`src/i2cm_pkg.sv`:
```
// Shared types and constants for the I2C master register transfer block.
package i2cm_pkg;

    localparam int MAX_BYTES_DEF = 16;
    localparam logic [6:0] DEV_ADDR_RESET = 7'd54;

    typedef enum logic [1:0] {
        MODE_TICK    = 2'd0,
        MODE_LOAD    = 2'd1,
        MODE_START_W = 2'd2,
        MODE_START_R = 2'd3
    } t_mode;

    typedef enum logic [1:0] {
        KIND_ADDR_W = 2'd0,
        KIND_REG    = 2'd1,
        KIND_DATA   = 2'd2,
        KIND_ADDR_R = 2'd3
    } t_kind;

    typedef struct packed {
        logic [1:0] mode;
        logic       sda_in;
        logic [7:0] write_data;
        logic [7:0] reg_address;
        logic [4:0] transfer_length;
    } t_item;

    typedef struct packed {
        logic       scl;
        logic       sda_out;
        logic [7:0] read_data;
        logic       read_valid;
        logic       busy_res;
        logic       done_res;
    } t_result;

endpackage

```
`src/i2cm_core.sv`:
```
// Bus phase sequencer, write buffer and device address register.
module i2cm_core #(
    parameter int MAX_BYTES = i2cm_pkg::MAX_BYTES_DEF
) (
    input  logic              i_clk,
    input  logic              i_rst_n,
    input  logic              i_fire,
    input  i2cm_pkg::t_item   i_item,
    input  logic              i_cfg_we,
    input  logic [6:0]        i_cfg_data,
    output i2cm_pkg::t_result o_result
);
    localparam int CW = $clog2(MAX_BYTES + 1);
    localparam int AW = (MAX_BYTES > 1) ? $clog2(MAX_BYTES) : 1;
    localparam int LW = (CW > 5) ? CW : 5;

    typedef enum logic [17:0] {
        ST_IDLE = 18'b000000000000000001,
        ST_S1   = 18'b000000000000000010,
        ST_S2   = 18'b000000000000000100,
        ST_S3   = 18'b000000000000001000,
        ST_TX0  = 18'b000000000000010000,
        ST_TX1  = 18'b000000000000100000,
        ST_TX2  = 18'b000000000001000000,
        ST_TX3  = 18'b000000000010000000,
        ST_RX0  = 18'b000000000100000000,
        ST_RX1  = 18'b000000001000000000,
        ST_RX2  = 18'b000000010000000000,
        ST_RX3  = 18'b000000100000000000,
        ST_P1   = 18'b000001000000000000,
        ST_P2   = 18'b000010000000000000,
        ST_P3   = 18'b000100000000000000,
        ST_R1   = 18'b001000000000000000,
        ST_R2   = 18'b010000000000000000,
        ST_R3   = 18'b100000000000000000
    } t_state;

    t_state              r_state, n_state;
    i2cm_pkg::t_kind     r_kind, n_kind;
    logic [3:0]          r_bit_count, n_bit_count;
    logic [CW-1:0]       r_byte_count, n_byte_count;
    logic [7:0]          r_shift, n_shift;
    logic [CW-1:0]       r_fill, n_fill;
    logic [7:0]          r_held_reg, n_held_reg;
    logic [CW-1:0]       r_held_len, n_held_len;
    logic                r_is_read, n_is_read;
    logic                r_scl, n_scl;
    logic                r_sda, n_sda;
    logic [6:0]          r_dev_addr;

    logic [7:0]          r_buf [0:MAX_BYTES-1];
    logic [7:0]          r_rd_byte;
    logic [AW-1:0]       rd_addr;
    logic                buf_we;

    logic [CW-1:0]       byte_next;
    logic [3:0]          bit_next;
    logic                nack;
    logic [LW-1:0]       len_ext;
    logic [LW-1:0]       max_ext;
    logic [CW-1:0]       len_sat;
    logic [7:0]          rx_byte;
    logic [7:0]          rdata;
    logic                rvalid;
    logic                done;

    assign byte_next = r_byte_count + CW'(1);
    assign bit_next  = r_bit_count + 4'd1;
    assign nack      = (byte_next >= r_held_len);
    assign len_ext   = LW'(i_item.transfer_length);
    assign max_ext   = LW'(MAX_BYTES);
    assign len_sat   = (len_ext > max_ext) ? max_ext[CW-1:0] : len_ext[CW-1:0];
    assign rx_byte   = {r_shift[6:0], i_item.sda_in};

    // The next data byte is prefetched: its address is stable throughout the byte
    // before the acknowledge phase that loads it into the shifter.
    assign rd_addr = (r_kind == i2cm_pkg::KIND_DATA) ? AW'(byte_next) : '0;

    always_ff @(posedge i_clk) begin
        if (buf_we) begin
            r_buf[r_fill[AW-1:0]] <= i_item.write_data;
        end
        r_rd_byte <= r_buf[rd_addr];
    end

    always_comb begin
        n_state      = r_state;
        n_kind       = r_kind;
        n_bit_count  = r_bit_count;
        n_byte_count = r_byte_count;
        n_shift      = r_shift;
        n_fill       = r_fill;
        n_held_reg   = r_held_reg;
        n_held_len   = r_held_len;
        n_is_read    = r_is_read;
        n_scl        = r_scl;
        n_sda        = r_sda;
        buf_we       = 1'b0;
        rdata        = 8'd0;
        rvalid       = 1'b0;
        done         = 1'b0;

        if (i_fire) begin
            if (r_state == ST_IDLE) begin
                unique case (i2cm_pkg::t_mode'(i_item.mode))
                    i2cm_pkg::MODE_TICK: begin
                    end
                    i2cm_pkg::MODE_LOAD: begin
                        if (r_fill < CW'(MAX_BYTES)) begin
                            buf_we = 1'b1;
                            n_fill = r_fill + CW'(1);
                        end
                    end
                    i2cm_pkg::MODE_START_W, i2cm_pkg::MODE_START_R: begin
                        n_held_reg   = i_item.reg_address;
                        n_held_len   = len_sat;
                        n_is_read    = (i_item.mode == i2cm_pkg::MODE_START_R);
                        n_byte_count = '0;
                        n_bit_count  = 4'd0;
                        if (i_item.mode == i2cm_pkg::MODE_START_W) begin
                            n_fill = '0;
                        end
                        n_state = ST_S1;
                    end
                    default: begin
                    end
                endcase
            end else if (i_item.mode == i2cm_pkg::MODE_TICK) begin
                unique case (r_state)
                    ST_S1, ST_R1: begin
                        n_scl = 1'b1;
                        n_sda = 1'b1;
                        n_state = (r_state == ST_S1) ? ST_S2 : ST_R2;
                    end
                    ST_S2, ST_R2: begin
                        n_scl = 1'b1;
                        n_sda = 1'b0;
                        n_state = (r_state == ST_S2) ? ST_S3 : ST_R3;
                    end
                    ST_S3: begin
                        n_scl = 1'b0;
                        n_sda = 1'b0;
                        n_kind = i2cm_pkg::KIND_ADDR_W;
                        n_shift = {r_dev_addr, 1'b0};
                        n_bit_count = 4'd0;
                        n_state = ST_TX0;
                    end
                    ST_R3: begin
                        n_scl = 1'b0;
                        n_sda = 1'b0;
                        n_kind = i2cm_pkg::KIND_ADDR_R;
                        n_shift = {r_dev_addr, 1'b1};
                        n_bit_count = 4'd0;
                        n_state = ST_TX0;
                    end
                    ST_TX0: begin
                        n_scl = 1'b1;
                        n_sda = r_shift[7];
                        n_state = ST_TX1;
                    end
                    ST_TX1: begin
                        n_scl = 1'b0;
                        n_sda = r_shift[7];
                        n_shift = {r_shift[6:0], 1'b0};
                        n_bit_count = bit_next;
                        n_state = (bit_next >= 4'd8) ? ST_TX2 : ST_TX0;
                    end
                    ST_TX2: begin
                        n_scl = 1'b1;
                        n_sda = 1'b1;
                        n_state = ST_TX3;
                    end
                    ST_TX3: begin
                        n_scl = 1'b0;
                        n_sda = 1'b1;
                        unique case (r_kind)
                            i2cm_pkg::KIND_ADDR_W: begin
                                n_kind = i2cm_pkg::KIND_REG;
                                n_shift = r_held_reg;
                                n_bit_count = 4'd0;
                                n_state = ST_TX0;
                            end
                            i2cm_pkg::KIND_REG: begin
                                if (r_is_read) begin
                                    n_state = ST_R1;
                                end else if (r_held_len != '0) begin
                                    n_byte_count = '0;
                                    n_kind = i2cm_pkg::KIND_DATA;
                                    n_shift = r_rd_byte;
                                    n_bit_count = 4'd0;
                                    n_state = ST_TX0;
                                end else begin
                                    n_state = ST_P1;
                                end
                            end
                            i2cm_pkg::KIND_DATA: begin
                                n_byte_count = byte_next;
                                if (byte_next < r_held_len) begin
                                    n_shift = r_rd_byte;
                                    n_bit_count = 4'd0;
                                    n_state = ST_TX0;
                                end else begin
                                    n_state = ST_P1;
                                end
                            end
                            i2cm_pkg::KIND_ADDR_R: begin
                                n_byte_count = '0;
                                if (r_held_len != '0) begin
                                    n_shift = 8'd0;
                                    n_bit_count = 4'd0;
                                    n_state = ST_RX0;
                                end else begin
                                    n_state = ST_P1;
                                end
                            end
                            default: begin
                            end
                        endcase
                    end
                    ST_RX0: begin
                        n_scl = 1'b1;
                        n_sda = 1'b1;
                        n_state = ST_RX1;
                    end
                    ST_RX1: begin
                        n_scl = 1'b0;
                        n_sda = 1'b1;
                        n_shift = rx_byte;
                        n_bit_count = bit_next;
                        if (bit_next >= 4'd8) begin
                            rdata = rx_byte;
                            rvalid = 1'b1;
                            n_state = ST_RX2;
                        end else begin
                            n_state = ST_RX0;
                        end
                    end
                    ST_RX2: begin
                        n_scl = 1'b1;
                        n_sda = nack;
                        n_state = ST_RX3;
                    end
                    ST_RX3: begin
                        n_scl = 1'b0;
                        n_sda = nack;
                        n_byte_count = byte_next;
                        if (byte_next < r_held_len) begin
                            n_shift = 8'd0;
                            n_bit_count = 4'd0;
                            n_state = ST_RX0;
                        end else begin
                            n_state = ST_P1;
                        end
                    end
                    ST_P1: begin
                        n_scl = 1'b0;
                        n_sda = 1'b0;
                        n_state = ST_P2;
                    end
                    ST_P2: begin
                        n_scl = 1'b1;
                        n_sda = 1'b0;
                        n_state = ST_P3;
                    end
                    ST_P3: begin
                        n_scl = 1'b1;
                        n_sda = 1'b1;
                        done = 1'b1;
                        n_state = ST_IDLE;
                    end
                    default: begin
                        n_state = ST_IDLE;
                    end
                endcase
            end
        end
    end

    always_ff @(posedge i_clk) begin
        if (!i_rst_n) begin
            r_state      <= ST_IDLE;
            r_kind       <= i2cm_pkg::KIND_ADDR_W;
            r_bit_count  <= 4'd0;
            r_byte_count <= '0;
            r_shift      <= 8'd0;
            r_fill       <= '0;
            r_held_reg   <= 8'd0;
            r_held_len   <= '0;
            r_is_read    <= 1'b0;
            r_scl        <= 1'b1;
            r_sda        <= 1'b1;
            r_dev_addr   <= i2cm_pkg::DEV_ADDR_RESET;
        end else begin
            r_state      <= n_state;
            r_kind       <= n_kind;
            r_bit_count  <= n_bit_count;
            r_byte_count <= n_byte_count;
            r_shift      <= n_shift;
            r_fill       <= n_fill;
            r_held_reg   <= n_held_reg;
            r_held_len   <= n_held_len;
            r_is_read    <= n_is_read;
            r_scl        <= n_scl;
            r_sda        <= n_sda;
            if (i_cfg_we) begin
                r_dev_addr <= i_cfg_data;
            end
        end
    end

    always_comb begin
        o_result.scl        = n_scl;
        o_result.sda_out    = n_sda;
        o_result.read_data  = rdata;
        o_result.read_valid = rvalid;
        o_result.busy_res   = (n_state != ST_IDLE);
        o_result.done_res   = done;
    end

endmodule

```
`src/i2cm_out_reg.sv`:
```
// Result register that holds one beat until the consumer takes it.
module i2cm_out_reg (
    input  logic              i_clk,
    input  logic              i_rst_n,
    input  i2cm_pkg::t_result i_result,
    input  logic              i_load,
    output logic              o_can_load,
    output logic              o_valid,
    input  logic              i_ready,
    output i2cm_pkg::t_result o_data
);
    logic              r_valid;
    i2cm_pkg::t_result r_data;

    assign o_can_load = !r_valid || i_ready;

    always_ff @(posedge i_clk) begin
        if (!i_rst_n) begin
            r_valid <= 1'b0;
        end else if (i_load) begin
            r_valid <= 1'b1;
        end else if (i_ready) begin
            r_valid <= 1'b0;
        end
    end

    always_ff @(posedge i_clk) begin
        if (i_load) begin
            r_data <= i_result;
        end
    end

    assign o_valid = r_valid;
    assign o_data  = r_data;

endmodule

```
`src/i2c_master_register_transfer.sv`:
```
// An item's result beat is registered and appears in the cycle after it is accepted.
// Throughput: one item per cycle while result beats are taken; the sequencer updates
// its phase in the accept cycle; the result register frees in the cycle it is taken.
// Reset (synchronous, active low): bus released, idle, buffer empty, address 54.
// Buffer contents are not cleared by reset; no clearing pass is needed.
// Top level of the I2C master register transfer block.
module i2c_master_register_transfer #(
    parameter int MAX_BYTES = i2cm_pkg::MAX_BYTES_DEF
) (
    input  logic              i_clk,
    input  logic              i_rst_n,
    input  logic              i_in_valid,
    output logic              o_in_ready,
    input  i2cm_pkg::t_item   i_in_data,
    output logic              o_out_valid,
    input  logic              i_out_ready,
    output i2cm_pkg::t_result o_out_data,
    input  logic              i_cfg_valid,
    output logic              o_cfg_ready,
    input  logic [6:0]        i_cfg_data
);
    logic              in_fire;
    logic              can_load;
    i2cm_pkg::t_result result;

    // Neither channel takes a beat while reset is held.
    assign o_in_ready  = can_load && i_rst_n;
    assign in_fire     = i_in_valid && o_in_ready;
    assign o_cfg_ready = i_rst_n;

    i2cm_core #(
        .MAX_BYTES(MAX_BYTES)
    ) u_core (
        .i_clk      (i_clk),
        .i_rst_n    (i_rst_n),
        .i_fire     (in_fire),
        .i_item     (i_in_data),
        .i_cfg_we   (i_cfg_valid),
        .i_cfg_data (i_cfg_data),
        .o_result   (result)
    );

    i2cm_out_reg u_out (
        .i_clk      (i_clk),
        .i_rst_n    (i_rst_n),
        .i_result   (result),
        .i_load     (in_fire),
        .o_can_load (can_load),
        .o_valid    (o_out_valid),
        .i_ready    (i_out_ready),
        .o_data     (o_out_data)
    );

endmodule

```
`config.mk`:
```
export PLATFORM = sky130hd
export DESIGN_NAME = i2c_master_register_transfer
export DESIGN_NICKNAME = d
export VERILOG_FILES = /design/src/i2cm_pkg.sv /design/src/i2cm_core.sv /design/src/i2cm_out_reg.sv /design/src/i2c_master_register_transfer.sv
export SDC_FILE = /design/constraint.sdc
export NUM_CORES = 1
export LEC_CHECK = 0
export ABC_AREA = 1
export BUFFER_PORTS_ARGS = -buffer_cell sky130_fd_sc_hd__buf_2
export CAP_MARGIN = 25
export CORE_ASPECT_RATIO = 0.5
export CORE_MARGIN = 8
export CORE_UTILIZATION = 60
export DETAILED_ROUTE_END_ITERATION = 6
export PLACE_DENSITY = 0.78
export SYNTH_ARGS = -nofsm -noshare
export SYNTH_HDL_FRONTEND = slang
export SYNTH_SLANG_ARGS = --single-unit
export TNS_END_PERCENT = 20
```
`constraint.sdc`:
```
create_clock -name i_clk -period 8.1 [get_ports i_clk]
set_input_delay 1.215 -clock i_clk [delete_from_list [all_inputs] [get_ports i_clk]]
set_output_delay 1.215 -clock i_clk [all_outputs]
set_load 0.005 [all_outputs]
```
==> flow_summary.rst <==
.. list-table::
   :header-rows: 1

   * - Metric
     - Value
   * - Final WL
     - 24200 um
   * - Setup repair after global routing missed its margin
     - false
   * - Destination of the worst register-to-register timing path
     - u_core.r_held_len[3]
   * - Worst IR Drop VDD
     - 0.180 mV
   * - Setup bufs post-CTS
     - 0
   * - Launch instance of the worst register-to-register path
     - u_out.o_valid
   * - Number of instances in the synthesized netlist
     - 1079
   * - Total clock sinks
     - 215
   * - Compound-gate portion of the synthesized area
     - 12.3%
   * - Number of buffers inserted by port buffering
     - 51
   * - All-layer global routing usage
     - 22.5%
   * - Area inside the core boundary
     - 0.0163 sq mm
   * - Layout overhead on the synthesized area
     - 10.5%
   * - Post-layout nets
     - 1168
   * - Async set-or-reset flop fraction in the synthesized netlist
     - 0%
   * - Maximum achievable frequency
     - 219 MHz
   * - Critical Path AT
     - 4.97 ns
   * - Maximum count of clock buffers along a single path
     - 3
   * - Number of placement rows
     - 33
   * - Sum of overflow across all layers after global routing
     - 0
   * - Worst setup path category
     - input pin to flop
   * - Source of the worst hold timing path
     - u_core.r_dev_addr[2]
   * - Kind of path behind the tightest hold check
     - flop to flop
   * - Net switching power
     - 0.519 mW
   * - Number of different library cells in the post-synthesis netlist
     - 46
   * - Area of the die
     - 0.0212 sq mm
   * - Non-Filler Instances
     - 1357
   * - Max H-tree Level
     - 1
   * - Combinational share of power
     - 6.7%
   * - Switching share of power
     - 23.3%
   * - Status
     - complete, no violations
   * - Cell Pwr Density
     - 203 mW/mm^2
   * - Post-layout power
     - 2.23 mW
   * - Clock transition at the registers of the reported paths
     - 0.07 ns
   * - Average size of a mapped cell
     - 9.24 sq um
   * - Post-Layout Inst Area
     - 0.0110 sq mm
   * - Beginning of the critical path
     - i_rst_n
   * - Maximum capacitance violations
     - 0
   * - Most common flop cell mapped by yosys
     - sky130_fd_sc_hd__edfxtp_1
   * - Maximum number of pins on one net before global-route repair
     - 42
   * - Routed wirelength normalized by instance count
     - 17.8 um
   * - Slew of the pin with the lowest slew margin
     - 0.848 ns
   * - Routability cong.
     - 0.942
   * - Share of power burned in registers
     - 53.4%
   * - Clock network power share
     - 39.9%
   * - Max-slew headroom at the worst pin
     - 43.3%
   * - Setup TNS
     - 0 ns
   * - Count of placed standard cells including taps
     - 1321
   * - Number of I/O pins
     - 52
   * - Number of diodes
     - 0
   * - Worst setup skew after layout
     - 0.0284 ns
   * - Final setup violation count
     - 0
   * - Synth Area in Simple Gates
     - 21.9%
   * - Multiplexer share of the synthesized area
     - 0.703%
   * - Part of the cycle the worst path needs
     - 56.4%
   * - Number of global-route vias before repair
     - 7384
   * - Logic depth of the worst register-to-register path
     - 9
   * - Adder and majority cell fraction of the synthesized area
     - 1.88%
   * - Vertical extent of the die
     - 107 um
   * - Leakage
     - 4.24 nW
   * - Die W
     - 198 um
   * - Hold EP
     - u_core.r_dev_addr[2]
   * - Post-synth EDFFs
     - 141
   * - HPWL Detailed
     - 16400 um
   * - Detail Route Antenna Nets
     - 0
   * - Quantity of gates resized following cts
     - 0
   * - Cell Int Power
     - 1.71 mW
   * - Clock root buffer master
     - sky130_fd_sc_hd__clkbuf_16
   * - First-pass GRT wire length
     - 38100 um
   * - Hold_buf cts
     - 0
   * - Crit path max fanout
     - 36
   * - DRC violation total after the first TritonRoute iteration
     - 778
   * - Clock latency on the worst-skew pair
     - 0.51 ns
   * - R2R Setup Slk
     - 4.84 ns
   * - Layout cells sized above 1
     - 10.9%
   * - Critical path capture point type
     - flop
   * - Pins Over Slew Limit
     - 0
   * - DRC Markers
     - 0
   * - Post-synthesis instance area
     - 0.00997 sq mm
   * - Minimum period implied by the final worst setup slack
     - 4.57 ns
   * - Yosys warning count
     - 0
   * - Number of flip-flops in the largest register
     - 128
   * - Via density per instance
     - 5.79
   * - Fin. Hold Viols
     - 0
   * - Required time at the endpoint of the critical path
     - 8.50 ns
   * - Starting utilization of the core area
     - 61.1%
   * - Kind of launch point of the worst setup path
     - input pin
   * - CTS buffer count
     - 20
   * - Total placed instance area
     - 0.0104 sq mm
   * - Number of antenna violations at the first check in global routing
     - 0
   * - Flops & latches, synth
     - 215
   * - Number of iterations in the first detailed-routing pass
     - 6
   * - Cell count of the worst hold path
     - 2
   * - Share of the yosys chip area belonging to registers
     - 57.3%
   * - Clock tree from TritonCTS
     - yes
   * - Largest family of logic cells by synthesized area
     - simple AND/OR/NAND/NOR gates
   * - Via count
     - 7857
   * - Synthesized netlist net count
     - 1130
   * - Synth Area in XOR/XNOR
     - 0.439%
-- critical path, cell delays in order --
cell and delay [ns]:
sky130_fd_sc_hd__buf_2 0.45, sky130_fd_sc_hd__inv_2 0.41, sky130_fd_sc_hd__nor2_1 0.21, sky130_fd_sc_hd__nand2_1 0.51, sky130_fd_sc_hd__inv_1 0.83, sky130_fd_sc_hd__nand2_1 0.15
sky130_fd_sc_hd__nor2_1 0.60, sky130_fd_sc_hd__inv_1 0.26, sky130_fd_sc_hd__a211oi_1 0.30
-- metrics by stage --
step | worst slack, ns | hold WS [ns] | utilization, %
detailed placement | 3.03 | 0.451 | 63.6
global route | 3.06 | 0.493 | 67.5
global placement | 3.19 | 0.451 | 63.5
CTS | 3.52 | 0.469 | 67.3
finish | 3.53 | 0.472 | 67.5
floorplan | 5.26 | 0.424 | -
-- layout by cell type (no fill, tap or decap), types with 4 or more instances in the layout --
master and instances:
sky130_fd_sc_hd__inv_1 87, sky130_fd_sc_hd__o22ai_1 16, sky130_fd_sc_hd__nand3_1 61, sky130_fd_sc_hd__o21ai_1 4
sky130_fd_sc_hd__ha_1 15, sky130_fd_sc_hd__o221ai_1 25, sky130_fd_sc_hd__a21oi_1 56, sky130_fd_sc_hd__mux2i_1 7
sky130_fd_sc_hd__nor2_1 183, sky130_fd_sc_hd__nor3_1 12, sky130_fd_sc_hd__nand4_1 21, sky130_fd_sc_hd__nand2_1 192
sky130_fd_sc_hd__nor2_4 5, sky130_fd_sc_hd__dfxtp_1 74, sky130_fd_sc_hd__edfxtp_1 141, sky130_fd_sc_hd__buf_2 51
sky130_fd_sc_hd__o21ai_0 65, sky130_fd_sc_hd__o211ai_1 8, sky130_fd_sc_hd__nor2_2 5, sky130_fd_sc_hd__nand3_2 4
sky130_fd_sc_hd__inv_2 11, sky130_fd_sc_hd__nand2_2 6, sky130_fd_sc_hd__clkbuf_16 20, sky130_fd_sc_hd__a22oi_1 7
sky130_fd_sc_hd__xor2_1 4, sky130_fd_sc_hd__clkinv_1 6, sky130_fd_sc_hd__a211oi_1 8
-- routing by layer --
| layer | part of all wire [%] | track usage, % | vias to the layer above | routed length, um |
|---|---|---|---|---|
| li1 | - | - | 3808 | - |
| met1 | 43 | 30.7 | 3675 | 10500 |
| met2 | 46 | 36.9 | 330 | 11200 |
| met3 | 7.9 | 3.63 | 44 | 1920 |
| met4 | 2.3 | 6.47 | 0 | 552 |
| met5 | 0 | 0 | - | 0 |
-- power groups by stage --
stage	combinational, mW	clock, mW	sequential (mW)
global route	0.165	0.942	1.19
CTS	0.144	0.896	1.19
global placement	0.139	0	1.21
finish	0.149	0.891	1.19
detailed placement	0.143	0	1.21
floorplan	0.0885	0	1.21
-- Yosys cell counts (16+ instances only) --
cell type,count,share of area [%]
sky130_fd_sc_hd__a21oi_1,56,2.8
sky130_fd_sc_hd__clkbuf_1,29,1.1
sky130_fd_sc_hd__dfxtp_1,74,15
sky130_fd_sc_hd__edfxtp_1,141,42
sky130_fd_sc_hd__inv_1,87,3.3
sky130_fd_sc_hd__nand2_1,192,7.2
sky130_fd_sc_hd__nand3_1,61,3.1
sky130_fd_sc_hd__nand4_1,21,1.3
sky130_fd_sc_hd__nor2_1,183,6.9
sky130_fd_sc_hd__o21ai_0,65,3.3
sky130_fd_sc_hd__o221ai_1,25,2.2
sky130_fd_sc_hd__o22ai_1,16,1.0
-- how the worst max path moves through the flow --
stage	end	slack [ns]
finish	u_core.r_held_len[3]	3.53
global route	u_core.r_held_len[4]	3.06
CTS	u_core.r_held_len[3]	3.52
detailed placement	u_core.r_held_len[3]	3.03
global placement	u_core.r_held_reg[0]	3.19
floorplan	u_core.r_buf[0][0]	5.26
-- cell families after synthesis --
family                   Yosys count
buffers and inverters            138
XOR/XNOR                           5
multiplexers                       7
AO/OA/AOI/OAI                    200
adder cells (fa/ha/maj)           15
flip-flops                       215
AND/OR/NAND/NOR                  499
-- final cells by class --
type / count / area (sq um)
Sequential cell: 215 / 5720
Fill cell: 1279 / 5300
Multi-Input combinational cell: 726 / 3710
Clock buffer: 22 / 508
Inverter: 98 / 368
Timing Repair Buffer: 56 / 325
Tap cell: 227 / 284
Clock inverter: 13 / 103
(Power assumes the default switching activity.)
